**config.mk**
```make
export PLATFORM = sky130hd
export DESIGN_NAME = lcg_random_variate_generator
export DESIGN_NICKNAME = d
export VERILOG_FILES = /design/src/sv/lrvg_pkg.sv /design/src/sv/lcg_random_variate_generator.sv
export VERILOG_INCLUDE_DIRS = /design/src /design/src/sv
export SDC_FILE = /design/constraint.sdc
export NUM_CORES = 2
export LEC_CHECK = 0
export BUFFER_PORTS_ARGS = -buffer_cell sky130_fd_sc_hd__buf_2
export CAP_MARGIN = 20
export CORE_MARGIN = 2
export CORE_UTILIZATION = 65
export DETAILED_ROUTE_END_ITERATION = 10
export PLACE_DENSITY = 0.83
export SLEW_MARGIN = 40
export SYNTH_ARGS = -nofsm -noshare
export SYNTH_HDL_FRONTEND = slang
export SYNTH_SLANG_ARGS = --single-unit
```
**constraint.sdc**
```tcl
create_clock -name clock -period 15.6 [get_ports clock]
set_input_delay 3.12 -clock clock [delete_from_list [all_inputs] [get_ports clock]]
set_output_delay 3.12 -clock clock [all_outputs]
set_load 0.02 [all_outputs]
```
**src/sv/lcg_random_variate_generator_defines.svh**
```systemverilog
// ---------------------------------------------------------------------------
// lcg_random_variate_generator_defines.svh
// Assertion macros shared by the random variate generator RTL.
// ---------------------------------------------------------------------------
`ifndef LCG_RANDOM_VARIATE_GENERATOR_DEFINES_SVH
`define LCG_RANDOM_VARIATE_GENERATOR_DEFINES_SVH

// same-cycle implication, disabled during reset
`define LRVG_ASSERT_IMP(label, clk, rst, ante, cons, msg) \
   label: assert property (@(posedge clk) disable iff (rst) (ante) |-> (cons)) \
      else $error(msg);

// next-cycle implication, disabled during reset
`define LRVG_ASSERT_NXT(label, clk, rst, ante, cons, msg) \
   label: assert property (@(posedge clk) disable iff (rst) (ante) |=> (cons)) \
      else $error(msg);

`endif

```
**src/sv/lrvg_pkg.sv**
```systemverilog
// ---------------------------------------------------------------------------
// lrvg_pkg
// Types, widths, register indexes and helpers of the random variate generator.
// ---------------------------------------------------------------------------
`default_nettype none

package lrvg_pkg;

   localparam int SEED_W     = 20;
   localparam int REAL_W     = 32;
   localparam int COUNT_W    = 10;
   localparam int OPCODE_W   = 3;
   localparam int SIGMA_W    = 31;
   localparam int THRESH_W   = 21;
   localparam int TRIAL_W    = 10;
   localparam int LIMIT_W    = 32;
   localparam int CSR_IDX_W  = 3;
   localparam int CSR_DATA_W = 32;

   localparam int DEF_MAX_COUNT = 1023;
   localparam int DEF_SUM_TERMS = 12;

   // shared multiplier: 18 x 25 signed, wide operand taken in two 17-bit halves
   localparam int OPND_W     = 34;
   localparam int HALF_W     = 17;
   localparam int MUL_A_W    = HALF_W + 1;
   localparam int MUL_B_W    = 25;
   localparam int MUL_P_W    = MUL_A_W + MUL_B_W;
   localparam int ACC_W      = 64;
   localparam int FRAC_SHIFT = 20;
   localparam int TOTAL_W    = ACC_W - FRAC_SHIFT + 1;
   localparam int PROD_B_W   = 33;

   // reset values of the control registers
   localparam logic [REAL_W-1:0]   RST_UNIFORM_LOW  = 32'sd0;
   localparam logic [REAL_W-1:0]   RST_UNIFORM_HIGH = 32'sd65536;
   localparam logic [REAL_W-1:0]   RST_GAUSS_MEAN   = 32'sd0;
   localparam logic [SIGMA_W-1:0]  RST_GAUSS_SIGMA  = 31'd65536;
   localparam logic [THRESH_W-1:0] RST_THRESHOLD    = 21'd524288;
   localparam logic [TRIAL_W-1:0]  RST_TRIAL_COUNT  = 10'd1;
   localparam logic [LIMIT_W-1:0]  RST_POISSON_LIM  = 32'd1580030169;
   localparam logic [SEED_W-1:0]   RST_SEED         = 20'd1;

   // register indexes
   localparam logic [CSR_IDX_W-1:0] CSR_UNIFORM_LOW  = 3'd0;
   localparam logic [CSR_IDX_W-1:0] CSR_UNIFORM_HIGH = 3'd1;
   localparam logic [CSR_IDX_W-1:0] CSR_GAUSS_MEAN   = 3'd2;
   localparam logic [CSR_IDX_W-1:0] CSR_GAUSS_SIGMA  = 3'd3;
   localparam logic [CSR_IDX_W-1:0] CSR_THRESHOLD    = 3'd4;
   localparam logic [CSR_IDX_W-1:0] CSR_TRIAL_COUNT  = 3'd5;
   localparam logic [CSR_IDX_W-1:0] CSR_POISSON_LIM  = 3'd6;

   typedef enum logic [OPCODE_W-1:0] {
      OP_UNIFORM   = 3'd0,
      OP_GAUSSIAN  = 3'd1,
      OP_BERNOULLI = 3'd2,
      OP_BINOMIAL  = 3'd3,
      OP_POISSON   = 3'd4,
      OP_RESEED    = 3'd5
   } op_type;

   typedef enum logic [2:0] {
      ST_IDLE,
      ST_DRAW,
      ST_MUL_LO,
      ST_MUL_HI,
      ST_PCHECK,
      ST_FINISH
   } state_type;

   typedef struct packed {
      logic                draw;
      logic                mul_lo;
      logic                mul_hi;
      logic                pcheck;
      logic                emit;
   } ctrl_type;

   typedef struct packed {
      logic [OPCODE_W-1:0] opcode;
      logic [SEED_W-1:0]   seed_value;
   } req_type;

   typedef struct packed {
      logic signed [REAL_W-1:0] real_value;
      logic [COUNT_W-1:0]       count_value;
      logic                     clipped;
   } rsp_type;

   // seed * 2045 + 1 mod 2^20, with 2045 = 2048 - 2 - 1
   function automatic logic [SEED_W-1:0] lcg_next(input logic [SEED_W-1:0] s);
      logic [SEED_W-1:0] x11;
      logic [SEED_W-1:0] x2;
      x11 = {s[SEED_W-12:0], 11'b0};
      x2  = {s[SEED_W-2:0], 1'b0};
      return x11 - x2 - s + {{(SEED_W-1){1'b0}}, 1'b1};
   endfunction

endpackage

`default_nettype wire

```
**src/sv/lcg_random_variate_generator.sv**
```systemverilog
// ---------------------------------------------------------------------------
// lcg_random_variate_generator
// LCG-driven generator of uniform, Gaussian, Bernoulli, binomial and Poisson
// variates, one result transaction per request transaction.
// ---------------------------------------------------------------------------
//
//   channel | direction | handshake            | payload
//   --------+-----------+----------------------+---------------------------------
//   req     | in        | req_valid/req_stall  | req_data  (opcode, seed_value)
//   rsp     | out       | rsp_valid/rsp_stall  | rsp_data  (real, count, clipped)
//   csr     | in        | csr_we, csr_index    | csr_wdata (write only)
//
// From accept: uniform DRAW, MUL_LO, MUL_HI; Gaussian one DRAW per summed term,
// MUL_LO, MUL_HI; Bernoulli one DRAW; binomial one DRAW per trial; Poisson DRAW,
// MUL_LO, MUL_HI, PCHECK per uniform until below the limit or at MAX_COUNT;
// then FINISH loads the result register, waiting while the previous result is
// held. Reseed, unused opcodes and zero trials go straight to FINISH. Each DRAW
// is one seed step; the one 18x25 multiplier takes two passes per wide product.
// One request at a time: req_stall is high from accept until the result is
// moved into the output register. Reset is synchronous; no clearing pass.
// A stalled result sits in the output register while the next request runs.
//
`default_nettype none

`include "lcg_random_variate_generator_defines.svh"

module lcg_random_variate_generator
   import lrvg_pkg::*;
#(
   parameter int MAX_COUNT = DEF_MAX_COUNT,
   parameter int SUM_TERMS = DEF_SUM_TERMS
) (
   input  wire logic                  clock,
   input  wire logic                  reset,

   input  wire logic                  req_valid,
   output      logic                  req_stall,
   input  wire req_type               req_data,

   output      logic                  rsp_valid,
   input  wire logic                  rsp_stall,
   output      rsp_type               rsp_data,

   input  wire logic                  csr_we,
   input  wire logic [CSR_IDX_W-1:0]  csr_index,
   input  wire logic [CSR_DATA_W-1:0] csr_wdata
);

   // count register must hold the binomial count and the Poisson cap
   localparam int CAP_W = $clog2(MAX_COUNT + 1);
   localparam int CNT_W = (CAP_W > COUNT_W) ? CAP_W : COUNT_W;
   // Gaussian sum starts at -SUM_TERMS/2 in Q.20
   localparam logic signed [MUL_B_W-1:0] SUM_INIT =
      MUL_B_W'(-(SUM_TERMS * (1 << (SEED_W - 1))));
   localparam logic [TRIAL_W-1:0] GAUSS_DRAWS = TRIAL_W'(SUM_TERMS);
   localparam logic [CNT_W-1:0]   COUNT_CAP   = CNT_W'(MAX_COUNT);

   // ---------------- control registers ----------------
   logic signed [REAL_W-1:0]   uniform_low_ff;
   logic signed [REAL_W-1:0]   uniform_high_ff;
   logic signed [REAL_W-1:0]   gauss_mean_ff;
   logic [SIGMA_W-1:0]         gauss_sigma_ff;
   logic [THRESH_W-1:0]        threshold_ff;
   logic [TRIAL_W-1:0]         trial_count_ff;
   logic [LIMIT_W-1:0]         poisson_lim_ff;

   always_ff @(posedge clock) begin
      if (reset) begin
         uniform_low_ff  <= RST_UNIFORM_LOW;
         uniform_high_ff <= RST_UNIFORM_HIGH;
         gauss_mean_ff   <= RST_GAUSS_MEAN;
         gauss_sigma_ff  <= RST_GAUSS_SIGMA;
         threshold_ff    <= RST_THRESHOLD;
         trial_count_ff  <= RST_TRIAL_COUNT;
         poisson_lim_ff  <= RST_POISSON_LIM;
      end else if (csr_we) begin
         unique case (csr_index)
            CSR_UNIFORM_LOW:  uniform_low_ff  <= csr_wdata;
            CSR_UNIFORM_HIGH: uniform_high_ff <= csr_wdata;
            CSR_GAUSS_MEAN:   gauss_mean_ff   <= csr_wdata;
            CSR_GAUSS_SIGMA:  gauss_sigma_ff  <= csr_wdata[SIGMA_W-1:0];
            CSR_THRESHOLD:    threshold_ff    <= csr_wdata[THRESH_W-1:0];
            CSR_TRIAL_COUNT:  trial_count_ff  <= csr_wdata[TRIAL_W-1:0];
            CSR_POISSON_LIM:  poisson_lim_ff  <= csr_wdata[LIMIT_W-1:0];
            default: ;  // index past the list: ignored
         endcase
      end
   end

   // ---------------- sequencer and datapath state ----------------
   state_type                  state_ff, state_in;
   ctrl_type                   ctrl;
   op_type                     op_ff, op_in;
   logic [SEED_W-1:0]          seed_ff, seed_in;
   logic [TRIAL_W-1:0]         iter_ff, iter_in;
   logic signed [MUL_B_W-1:0]  sum_ff, sum_in;
   logic [CNT_W-1:0]           count_ff, count_in;
   logic                       clip_ff, clip_in;
   logic [OPND_W-1:0]          opnd_ff, opnd_in;
   logic signed [ACC_W-1:0]    acc_ff, acc_in;
   rsp_type                    rsp_data_ff, rsp_data_in;
   logic                       rsp_valid_ff, rsp_valid_in;

   logic                       accept;
   op_type                     req_op;
   logic                       out_free;
   logic [SEED_W-1:0]          seed_step;
   logic [TRIAL_W-1:0]         iter_inc;
   logic [TRIAL_W-1:0]         draw_target;
   logic                       last_draw;
   logic                       success;
   logic [CNT_W-1:0]           count_inc;
   logic [PROD_B_W-1:0]        prod_b;
   logic                       below_limit;
   logic                       at_cap;
   logic signed [PROD_B_W-1:0] uni_diff;
   logic signed [MUL_A_W-1:0]  mul_a;
   logic signed [MUL_B_W-1:0]  mul_b;
   logic signed [MUL_P_W-1:0]  mul_p;
   logic signed [REAL_W-1:0]   base;
   logic signed [TOTAL_W-1:0]  total;
   logic                       ovf;
   logic signed [REAL_W-1:0]   real_sat;

   assign req_stall = (state_ff != ST_IDLE);
   assign accept    = req_valid && !req_stall;
   assign req_op    = op_type'(req_data.opcode);
   assign out_free  = !rsp_valid_ff || !rsp_stall;
   assign rsp_valid = rsp_valid_ff;
   assign rsp_data  = rsp_data_ff;

   // one seed step per draw
   assign seed_step = lcg_next(seed_ff);
   assign iter_inc  = iter_ff + 1'b1;
   assign success   = {1'b0, seed_step} < threshold_ff;
   assign count_inc = count_ff + 1'b1;

   always_comb begin
      case (op_ff) inside
         OP_GAUSSIAN: draw_target = GAUSS_DRAWS;
         OP_BINOMIAL: draw_target = trial_count_ff;
         default:     draw_target = TRIAL_W'(1);
      endcase
   end
   assign last_draw = (iter_inc == draw_target);

   // Poisson product after the two multiply passes: floor(b*u / 2^20)
   assign prod_b      = acc_ff[FRAC_SHIFT+PROD_B_W-1:FRAC_SHIFT];
   assign below_limit = prod_b < {1'b0, poisson_lim_ff};
   assign at_cap      = (count_inc == COUNT_CAP);

   // shared multiplier: low half of the wide operand first, then the high half
   assign mul_a = ctrl.mul_hi ? MUL_A_W'(signed'({opnd_ff[OPND_W-1], opnd_ff[OPND_W-1:HALF_W]}))
                              : MUL_A_W'(signed'({1'b0, opnd_ff[HALF_W-1:0]}));
   assign mul_b = (op_ff == OP_GAUSSIAN) ? sum_ff
                                         : signed'({{(MUL_B_W-SEED_W){1'b0}}, seed_ff});
   assign mul_p = mul_a * mul_b;

   assign uni_diff = {uniform_high_ff[REAL_W-1], uniform_high_ff}
                   - {uniform_low_ff[REAL_W-1], uniform_low_ff};

   // final scale: base + floor(acc / 2^20), saturated to 32 bits
   assign base  = (op_ff == OP_GAUSSIAN) ? gauss_mean_ff : uniform_low_ff;
   assign total = {acc_ff[ACC_W-1], acc_ff[ACC_W-1:FRAC_SHIFT]}
                + {{(TOTAL_W-REAL_W){base[REAL_W-1]}}, base};
   assign ovf   = (total[TOTAL_W-1:REAL_W-1] != {(TOTAL_W-REAL_W+1){total[TOTAL_W-1]}});
   assign real_sat = total[TOTAL_W-1] ? {1'b1, {(REAL_W-1){1'b0}}}
                                      : {1'b0, {(REAL_W-1){1'b1}}};

   // next state
   always_comb begin
      state_in = state_ff;
      unique case (state_ff)
         ST_IDLE: begin
            if (accept) begin
               case (req_op) inside
                  OP_UNIFORM, OP_GAUSSIAN, OP_BERNOULLI, OP_POISSON: state_in = ST_DRAW;
                  OP_BINOMIAL:
                     state_in = (trial_count_ff == '0) ? ST_FINISH : ST_DRAW;
                  default: state_in = ST_FINISH;
               endcase
            end
         end
         ST_DRAW: begin
            case (op_ff) inside
               OP_UNIFORM, OP_POISSON: state_in = ST_MUL_LO;
               OP_GAUSSIAN:            state_in = last_draw ? ST_MUL_LO : ST_DRAW;
               default:                state_in = last_draw ? ST_FINISH : ST_DRAW;
            endcase
         end
         ST_MUL_LO: state_in = ST_MUL_HI;
         ST_MUL_HI: state_in = (op_ff == OP_POISSON) ? ST_PCHECK : ST_FINISH;
         ST_PCHECK: state_in = (below_limit || at_cap) ? ST_FINISH : ST_DRAW;
         ST_FINISH: state_in = out_free ? ST_IDLE : ST_FINISH;
         default:   state_in = ST_IDLE;
      endcase
   end

   // sequencer outputs
   always_comb begin
      ctrl = '0;
      unique case (state_ff)
         ST_IDLE:   ;
         ST_DRAW:   ctrl.draw   = 1'b1;
         ST_MUL_LO: ctrl.mul_lo = 1'b1;
         ST_MUL_HI: ctrl.mul_hi = 1'b1;
         ST_PCHECK: ctrl.pcheck = 1'b1;
         ST_FINISH: ctrl.emit   = out_free;
         default:   ;
      endcase
   end

   // datapath next values
   always_comb begin
      op_in        = accept ? req_op : op_ff;

      seed_in      = seed_ff;
      if (accept && (req_op == OP_RESEED)) begin
         seed_in = req_data.seed_value;
      end else if (ctrl.draw) begin
         seed_in = seed_step;
      end

      iter_in      = accept ? '0 : (ctrl.draw ? iter_inc : iter_ff);

      sum_in       = sum_ff;
      if (accept) begin
         sum_in = SUM_INIT;
      end else if (ctrl.draw) begin
         sum_in = sum_ff + signed'({{(MUL_B_W-SEED_W){1'b0}}, seed_step});
      end

      count_in     = count_ff;
      clip_in      = clip_ff;
      if (accept) begin
         count_in = '0;
         clip_in  = 1'b0;
      end else if (ctrl.draw && success &&
                   (op_ff == OP_BERNOULLI || op_ff == OP_BINOMIAL)) begin
         count_in = count_inc;
      end else if (ctrl.pcheck && !below_limit) begin
         count_in = count_inc;
         clip_in  = at_cap;
      end

      opnd_in      = opnd_ff;
      if (accept) begin
         case (req_op) inside
            OP_UNIFORM:  opnd_in = {uni_diff[PROD_B_W-1], uni_diff};
            OP_GAUSSIAN: opnd_in = {{(OPND_W-SIGMA_W){1'b0}}, gauss_sigma_ff};
            OP_POISSON:  opnd_in = OPND_W'(1) << LIMIT_W;   // product starts at 1.0
            default:     opnd_in = opnd_ff;
         endcase
      end else if (ctrl.pcheck) begin
         opnd_in = {1'b0, prod_b};
      end

      acc_in       = acc_ff;
      if (ctrl.mul_lo) begin
         acc_in = {{(ACC_W-MUL_P_W){mul_p[MUL_P_W-1]}}, mul_p};
      end else if (ctrl.mul_hi) begin
         acc_in = acc_ff + {{(ACC_W-MUL_P_W-HALF_W){mul_p[MUL_P_W-1]}}, mul_p,
                            {HALF_W{1'b0}}};
      end

      rsp_data_in  = rsp_data_ff;
      if (ctrl.emit) begin
         rsp_data_in = '0;
         case (op_ff) inside
            OP_UNIFORM, OP_GAUSSIAN: begin
               rsp_data_in.real_value = ovf ? real_sat : total[REAL_W-1:0];
               rsp_data_in.clipped    = ovf;
            end
            OP_BERNOULLI, OP_BINOMIAL, OP_POISSON: begin
               rsp_data_in.count_value = count_ff[COUNT_W-1:0];
               rsp_data_in.clipped     = clip_ff;
            end
            default: ;  // reseed and unused codes: all zero
         endcase
      end

      rsp_valid_in = ctrl.emit || (rsp_valid_ff && rsp_stall);
   end

   // control state
   always_ff @(posedge clock) begin
      if (reset) begin
         state_ff     <= ST_IDLE;
         seed_ff      <= RST_SEED;
         rsp_valid_ff <= 1'b0;
      end else begin
         state_ff     <= state_in;
         seed_ff      <= seed_in;
         rsp_valid_ff <= rsp_valid_in;
      end
   end

   // payload and working registers
   always_ff @(posedge clock) begin
      op_ff       <= op_in;
      iter_ff     <= iter_in;
      sum_ff      <= sum_in;
      count_ff    <= count_in;
      clip_ff     <= clip_in;
      opnd_ff     <= opnd_in;
      acc_ff      <= acc_in;
      rsp_data_ff <= rsp_data_in;
   end

   // ---------------- assertions ----------------
   `LRVG_ASSERT_NXT(a_reseed_loads, clock, reset, accept && (req_op == OP_RESEED), seed_ff == $past(req_data.seed_value), "reseed did not load the seed")
   `LRVG_ASSERT_IMP(a_pois_prod_range, clock, reset, state_ff == ST_PCHECK, acc_ff[ACC_W-1:FRAC_SHIFT+PROD_B_W-1] == '0, "poisson product out of range")
   `LRVG_ASSERT_IMP(a_pois_below_cap, clock, reset, state_ff == ST_PCHECK, count_ff < COUNT_CAP, "poisson count past cap while iterating")
   `LRVG_ASSERT_IMP(a_rsp_from_finish, clock, reset, $rose(rsp_valid_ff), $past(state_ff == ST_FINISH), "result raised outside finish")

endmodule

`default_nettype wire
```
==> flow_summary_export.csv <==
group,metric,value,unit
die,core_region_area,62900,um^2
status,run_status,"finished, final reports clean",
detailed_routing,drt_drc_violations_left,0,
place,globalplace.congestion,1.01,
detailed_routing,detail_route.first_pass.iterations,6,
flow_run,timing.max_cap.violations,0,
clock_tree,cts_sinks,387,
logic_synthesis,synth_cells,4915,
logic_synthesis,synth-edff-count,127,
timing,final.setup.worst_slack,4.69,ns
die,initial_utilization,65.5,%
logic_synthesis,post_synthesis_net_count,5763,
grt,grt_pass1_vias,35895,
logic_synthesis,dominantRegCellSynth,"sky130_fd_sc_hd__dfxtp_1",
worst_setup_path,cpPeakStageDelay,0.71,ns
logic_synthesis,commonest_cells_in_the_synthesized_netlist,"906 x sky130_fd_sc_hd__nand2_1, 654 x sky130_fd_sc_hd__inv_1, 454 x sky130_fd_sc_hd__fa_1",
place,post_dp_cell_area,42500,um^2
logic_synthesis,synth-seq-cells,387,
logic_synthesis,synth.cell_area,41200,um^2
timing,max_freq,91.7,MHz
place,io_buffer_count,107,
logic_synthesis,synth_seq_area_share,21.9,%
timing,tightestPinTransition,0.944,ns
grt,grt_start_max_net_pins,109,
min_path,hold_path.class,"flop to flop",
worst_setup_path,cp_slowest_cell,"sky130_fd_sc_hd__mux2_2",
die,placement_rows,92,
timing,finClkSkew,0.0363,ns
grt,global_route.usage.met3,7.96,%
logic_synthesis,synth.distinct_cells,87,
worst_setup_path,cp_data_arrival_time,11.27,ns
clock_tree,cts_hold_buffers,0,
logic_synthesis,synth_top_area_cell,"sky130_fd_sc_hd__fa_1",
logic_synthesis,most_frequent_cell_after_synthesis,"sky130_fd_sc_hd__nand2_1",
worst_setup_path,timing.critical_path.to_type,"flop",
worst_setup_path,critical_path_peak_fanout,52,
detailed_routing,dr.first_iter.drc_count,3443,
timing,hold_violations,0,
worst_setup_path,cpMostUsedCell,"sky130_fd_sc_hd__fa_1",
timing,relSlewSlack,37.1,%
clock_tree,clk_root_buffer_cell,"sky130_fd_sc_hd__clkbuf_16",
die,die_width,256,um
layout,fin_area,44100,um^2
clock_tree,cts_h_tree_depth,2,
detailed_routing,routedWlPerCell,21.3,um
logic_synthesis,warnings_synthesis,0,
clock_tree,cts.repair.resized,0,
timing,setup-tns-final,0,ns
grt,globalRoute.busiestLayer,"met2",
grt,sum_of_overflow_across_all_layers_after_global_routing,0,
logic_synthesis,synthesis.area_per_instance,8.38,um^2
clock_tree,cts_setup_buffers,0,
layout,fillerInstances,5012,
clock_tree,cts.clk_slew.worst_paths,0.06,ns
clock_tree,cts_tree,"built",
detailed_routing,dr_total_vias,35563,
grt,gr-usage-all-layers,38.2,%
die,fp.dieArea,65400,um^2
grt,grt_pass1_wl,196000,um
grt,grtUsageMet2,59.3,%
worst_setup_path,setup.worst_path.start_class,"flop",
logic_synthesis,synthArstFlopShare,0,%
timing,hold_slack,0.454,ns
clock_tree,insertion_delay,0.60,ns
layout,flow.area_growth_from_synthesis,7.05,%
timing,rsz0062_at_grt,"no",
place,dp_slack,4.62,ns
die,die_h,256,um
worst_setup_path,cp.required,15.96,ns
detailed_routing,route.detailed.vias_per_inst,6.13,
worst_setup_path,worst-setup-path-type,"flop to flop",
timing,final_period_minus_worst_setup_slack,10.91,ns
grt,grt_antenna_before_repair,1,
detailed_routing,postRouteAntennaNets,0,
die,top_level_ports,108,
logic_synthesis,post-synth-top-area-fraction,22.1,%
layout,layout-drive-gt1-share,6.42,%
timing,post-route-period-util,69.9,%
timing,timing.final.setup_violations,0,
grt,global_route.usage.met1,48.8,%
clock_tree,cts-root-to-sink-buffers,3,
detailed_routing,finalWirelength,124000,um
place,half_perimeter_wire_length_of_the_detailed_placement_result,95400,um
clock_tree,tritoncts.num_buffers,44,
timing,slew_viol_final,0,
layout,nets,5769,
logic_synthesis,most_area_consuming_cells_after_synthesis,"sky130_fd_sc_hd__fa_1 22%, sky130_fd_sc_hd__dfxtp_1 13%, sky130_fd_sc_hd__ha_1 10%",
-- cell type report --
class | count | area [um^2] | area share [%]
Sequential cell | 387 | 9020 | 20.5
Multi-Input combinational cell | 3677 | 29100 | 65.9
Clock inverter | 23 | 299 | 0.678
Timing Repair Buffer | 155 | 936 | 2.12
Tap cell | 846 | 1060 | 2.40
Antenna cell | 2 | 5.00 | 0.0114
Inverter | 656 | 2460 | 5.58
Clock buffer | 59 | 1260 | 2.86
-- layout by cell type (no fill, tap or decap), types with 25 or more instances in the layout --
master                      count
sky130_fd_sc_hd__nand2_1      906
sky130_fd_sc_hd__ha_1         331
sky130_fd_sc_hd__dfxtp_1      260
sky130_fd_sc_hd__a221oi_1      28
sky130_fd_sc_hd__clkbuf_16     46
sky130_fd_sc_hd__inv_1        654
sky130_fd_sc_hd__nor2_1       369
sky130_fd_sc_hd__fa_1         454
sky130_fd_sc_hd__buf_2        106
sky130_fd_sc_hd__and3_1        31
sky130_fd_sc_hd__a31oi_1       25
sky130_fd_sc_hd__xnor2_1      144
sky130_fd_sc_hd__mux2_2        25
sky130_fd_sc_hd__nand4_1       26
sky130_fd_sc_hd__xor2_1        59
sky130_fd_sc_hd__edfxtp_1     127
sky130_fd_sc_hd__nand2b_1      30
sky130_fd_sc_hd__o21ai_0      143
sky130_fd_sc_hd__o21a_1        28
sky130_fd_sc_hd__nor3_1        39
sky130_fd_sc_hd__a21o_1       170
sky130_fd_sc_hd__nand3b_1      28
sky130_fd_sc_hd__nor2b_1       41
sky130_fd_sc_hd__nand3_1       45
sky130_fd_sc_hd__o21bai_1      31
sky130_fd_sc_hd__a21oi_1      416
sky130_fd_sc_hd__buf_4         44
-- metal layers --
layer  part of all wire [%]  routed length (um)
met5                      0                   0
met4                    7.5                9300
met1                     38               46900
met3                     10               12700
met2                     44               54800
-- sequential cells by signal, summed over array words and instances (netlist names), 31 cells and up --
register / flops
acc_ff: 47
uniform_low_ff: 32
uniform_high_ff: 32
opnd_ff: 34
gauss_sigma_ff: 31
rsp_data: 43
gauss_mean_ff: 32
poisson_lim_ff: 32
-- path summary, 6_finish.rpt --
path,startpoint,endpoint,slack [ns],cells after the start
worst min-delay path,uniform_low_ff[29],uniform_low_ff[29],0.45,2
worst min register to register,uniform_low_ff[29],uniform_low_ff[29],0.45,2
worst max-delay path,state_ff[1],acc_ff[62],4.69,37
worst max register to register,state_ff[1],acc_ff[62],4.69,37
-- critical path: cells and delay by family, from the launching register on --
family	cells	cell delay [ns]
DFF	1	0.50
AOI/OAI and AO/OA	10	2.17
adders and majority gates	8	3.85
muxes	1	0.71
xor gates and xnor gates	1	0.15
and+or+nand+nor	10	2.12
buffers and inverters	7	1.12
-- per-stage QoR --
stage               instances  util (%)
detailed placement       5719      67.6
finish                   5805      70.2
global placement         5718      67.6
CTS                      5801      70.1
global route             5804      70.2
floorplan                4915         -
-- cells by family (layout without fill, tap and decap cells) --
| group | count (synthesis) | after routing | synth area share, % |
|---|---|---|---|
| mux | 46 | 46 | 1.20 |
| flops | 387 | 387 | 21.9 |
| simple gates | 1612 | 1612 | 16.8 |
| compound gates | 1031 | 1031 | 15.9 |
| fa+ha+maj | 785 | 785 | 32.1 |
| other cells | 0 | 2 | 0 |
| buf+inv | 851 | 893 | 7.84 |
| xor+xnor | 203 | 203 | 4.32 |
Power is not shown: default switching activity piles up to over one toggle a cycle in this logic, so the estimate is an artifact.
